==> src/ifb_pkg.sv <==
// Shared constants and types of the IIR filterbank analysis block.
// No dependencies.
package ifb_pkg;
  localparam int MAX_CHANNELS = 32;
  localparam int MAX_SECTIONS = 8;
  localparam int MAX_DELAY    = 256;
  localparam int NCOEF        = 5;

  localparam int CH_W   = $clog2(MAX_CHANNELS);
  localparam int SEC_W  = $clog2(MAX_SECTIONS);
  localparam int DLY_W  = $clog2(MAX_DELAY);
  localparam int ROW_W  = CH_W + SEC_W;
  localparam int COEF_DEPTH = MAX_CHANNELS * MAX_SECTIONS * NCOEF;
  localparam int CLR_W  = CH_W + DLY_W;

  // Item kinds
  localparam logic [1:0] KIND_SAMPLE   = 2'd0;
  localparam logic [1:0] KIND_COEF     = 2'd1;
  localparam logic [1:0] KIND_DELAY    = 2'd2;
  // no meaning: a transaction of this kind is dropped
  localparam logic [1:0] KIND_RESERVED = 2'd3;

  // Configuration register indexes
  localparam logic REG_NUM_CHANNELS = 1'b0;
  localparam logic REG_NUM_SECTIONS = 1'b1;

  // Control of the shared multiply-accumulate unit
  typedef struct packed {
    logic clr;
    logic mul_en;
    logic acc_en;
  } mac_ctrl_t;
endpackage

==> src/ifb_mac.sv <==
// Shared multiply-accumulate unit: one 32x24 product a cycle, 60-bit sum,
// rounding and saturation to Q1.23. Depends on ifb_pkg.
module ifb_mac (
  input  logic               clk,
  input  ifb_pkg::mac_ctrl_t ctrl,
  input  logic signed [31:0] coef,
  input  logic signed [23:0] data,
  output logic signed [23:0] y
);
  logic signed [55:0] prod_r;
  logic signed [59:0] acc_r;
  logic signed [59:0] rnd;
  logic signed [31:0] q;

  // product register, then accumulate
  always_ff @(posedge clk) begin
    if (ctrl.mul_en) begin
      prod_r <= coef * data;
    end
    if (ctrl.clr) begin
      acc_r <= '0;
    end else if (ctrl.acc_en) begin
      acc_r <= acc_r + 60'(prod_r);
    end
  end

  // round half up, floor shift, saturate
  always_comb begin
    rnd = acc_r + 60'sd134217728;
    q   = 32'(rnd >>> 28);
    if (q > 32'sd8388607) begin
      y = 24'sd8388607;
    end else if (q < -32'sd8388608) begin
      y = -24'sd8388608;
    end else begin
      y = 24'(q);
    end
  end
endmodule

==> config.mk <==
export PLATFORM = sky130hd
export DESIGN_NAME = ifb_mac
export DESIGN_NICKNAME = d
export VERILOG_FILES = /design/src/ifb_pkg.sv /design/src/ifb_mac.sv
export SDC_FILE = /design/constraint.sdc
export NUM_CORES = 2
export LEC_CHECK = 0
export BUFFER_PORTS_ARGS = -buffer_cell sky130_fd_sc_hd__buf_2
export CAP_MARGIN = 25
export CORE_MARGIN = 2
export CORE_UTILIZATION = 45
export CTS_CLUSTER_DIAMETER = 200
export DETAILED_ROUTE_END_ITERATION = 12
export PLACE_DENSITY_LB_ADDON = 0.1
export SYNTH_ARGS = -nofsm -noshare
export SYNTH_HDL_FRONTEND = slang
export SYNTH_SLANG_ARGS = --single-unit
==> constraint.sdc <==
create_clock -name clk -period 9.9 [get_ports clk]
set_clock_uncertainty 0.05 [all_clocks]
set_input_delay 0.495 -clock clk [delete_from_list [all_inputs] [get_ports clk]]
set_output_delay 0.495 -clock clk [all_outputs]
set_load 0.02 [all_outputs]
==> impl_metrics.py <==
metrics = {
    "routing": {
        "routedWlPerCell_um": 20.3,
        "ant_nets": 0,
        "drtIter0Drc": 1511,
        "drc": 0,
        "wirelength_um": 96700,
        "vias": 25000,
        "dr.pass1.iters": 6,
        "vias_per_cell": 5.25,
    },
    "yosys": {
        "yosys_warnings": 0,
        "synth_top_area_frac": 0.452,
        "syn_area_per_cell_um2": 9.16,
        "synth_edf_count": 56,
        "synth_area_leaders": "fa_1, inv_1, ha_1",
        "ys_types": 80,
        "ys_ff_latch": 116,
        "netlist_area_um2": 34700,
        "yosysSeqAreaShare": 0.0831,
        "syn_inst": 3788,
        "synth_top_cell_by_area": "fa_1",
        "synth_ff_type": "dfxtp_1",
        "postSynth.asyncResetShare": 0,
        "synth_nets": 4842,
    },
    "final_layout": {
        "instances_no_fill": 4766,
        "drive_gt1_frac": 0.0391,
        "final_cell_mix": "inv_1, fa_1, nand2_1",
        "finalCoreUtilization": 0.478,
        "fillers": 7386,
        "nets": 4774,
        "syn_to_final_growth_pct": 4.88,
        "final_common_cell": "inv_1",
    },
    "cts": {
        "clockBufferDepth": 2,
        "cts_setup_buffers": 0,
        "tritoncts": "done",
        "numCtsBuffers": 17,
        "clkLatencyLatePin_ns": 0.43,
        "cts_resized": 0,
        "ctsRootBufferMaster": "clkbuf_16",
        "h-tree-depth": 4,
        "clkSinkCount": 116,
        "postCtsHoldBufs": 0,
        "clkTransAtPathRegs_ns": 0.06,
    },
    "die": {
        "io_pins": 84,
        "fp.dieW_um": 282,
        "die_h_um": 282,
        "coreArea_um2": 76200,
        "die-area_um2": 79400,
        "start_util": 0.455,
        "placementRows": 101,
    },
    "setup_path": {
        "path_common_cell": "fa_1",
        "crit_chain": "buf_2 -> and2_1 -> fa_1 -> fa_1 -> inv_1 -> fa_1 -> inv_1 -> fa_1 -> fa_1 -> fa_1 -> fa_1 -> ha_1 -> a21o_1 -> a21o_1 -> a21o_1 -> a21o_1 -> a21o_1 -> a21oi_1 -> o21bai_1 -> a41o_1 -> nand4_1 -> o311ai_1",
        "cp_max_fo": 32,
        "critPathArrivalTime_ns": 8.01,
        "crit_required_ns": 10.01,
        "slowest_delay_ns": 0.89,
        "worstSetupPathType": "input pin to register",
        "reg2reg_slack_ns": 6.28,
        "cpMaxStageDelayCell": "fa_1",
        "critPathLaunchType": "input pin",
        "endpoint_kind": "register",
        "worst-r2r-cell-count": 13,
    },
    "placement": {
        "placedCellCount": 4731,
        "io_buffers": 83,
        "dp_hpwl_um": 74500,
        "place.gp.congestion": 0.866,
    },
    "grt": {
        "antenna_found_initial": 2,
        "grtUsageTotal": 0.255,
        "grt_overflow_total": 0,
        "grt_max_degree": 63,
        "grt_pass1_vias": 26800,
        "grt_pass1_wl_um": 154000,
    },
    "run_status": {
        "outcome": "complete, no violations",
    },
    "timing": {
        "drv_slew": 0,
        "finalCriticalPeriod_ns": 7.90,
        "worst_slew_pin_slew_ns": 1.03,
        "finalHoldViolations": 0,
        "whs_ns": 0.430,
        "maxSlewHeadroom": 0.307,
        "tns_ns": 0,
        "rsz0062_at_grt": "no",
        "fmax_mhz": 127,
        "period_share": 0.798,
        "setup_viol": 0,
    },
    "flow_run": {
        "max-cap-violations": 0,
    },
    "min_path": {
        "whs_path_depth": 3,
        "hold_path.class": "input pin to register",
    },
}
worst max-delay path, delay by kind of cell:
family                     cells  cell delay [ns]
adders and majority gates      8             4.50
buffers and inverters          3             1.08
and+or+nand+nor                2             0.44
AOI/OAI and AO/OA              9             1.47
final cells by class:
cell class	count	area, µm²	area share
Inverter	791	2970	0.0816
Multi-Input combinational cell	2697	28200	0.774
Sequential cell	116	2880	0.0792
Antenna cell	3	7.51	0.000206
Tap cell	1030	1290	0.0354
Timing Repair Buffer	97	520	0.0143
Clock buffer	18	429	0.0118
Clock inverter	14	143	0.00392
routing by layer:
metal / vias to the layer above / part of all wire / global-route usage / routed length, µm
li1: 11400 / - / - / -
met1: 12800 / 0.47 / 0.362 / 45000
met2: 715 / 0.44 / 0.397 / 42400
met3: 138 / 0.075 / 0.0612 / 7280
met4: 0 / 0.021 / 0.0588 / 2020
met5: - / 0 / 0 / 0
cell usage after synthesis (22+ instances only):
master / number
o21ai_0: 56
dfxtp_1: 60
o21ai_1: 28
fa_1: 784
and3_1: 27
and2_1: 373
xnor2_1: 85
nand3_1: 33
ha_1: 210
nor2_1: 128
nand2_1: 454
nand4_1: 22
clkbuf_1: 174
inv_1: 790
mux2i_1: 37
edfxtp_1: 56
xor2_1: 49
a21oi_1: 106
a21o_1: 63
logic make-up after synthesis:
kind of cell               after synthesis  synth area share
and+or+nand+nor                       1125             0.160
adders and majority gates              994             0.528
buffers and inverters                  975             0.106
AOI/OAI and AO/OA                      407            0.0788
xor gates and xnor gates               134            0.0338
DFF                                    116            0.0831
muxes                                   37            0.0107
final timing paths:
kind	end	start
setup / recovery	prod_r[54]	data[0]
hold / removal	acc_r[52]	ctrl[0]
setup reg to reg	acc_r[58]	prod_r[0]
hold reg to reg	acc_r[4]	acc_r[4]
flip-flops by register name, indices dropped and copies added (netlist names):
name and cells:
acc_r 60, prod_r 56
metrics by stage:
step / cell area, µm² / worst slack, ns
after floorplan: 34700 / 2.72
after detailed placement: 35800 / 1.57
after CTS: 36400 / 2.01
final: 36400 / 2.00
after global placement: 35800 / 1.64
after global routing: 36400 / 1.65
Power is left out: the tool's default activity adds up to more than one toggle a clock period on the data nets, which glitch-free logic cannot reach.
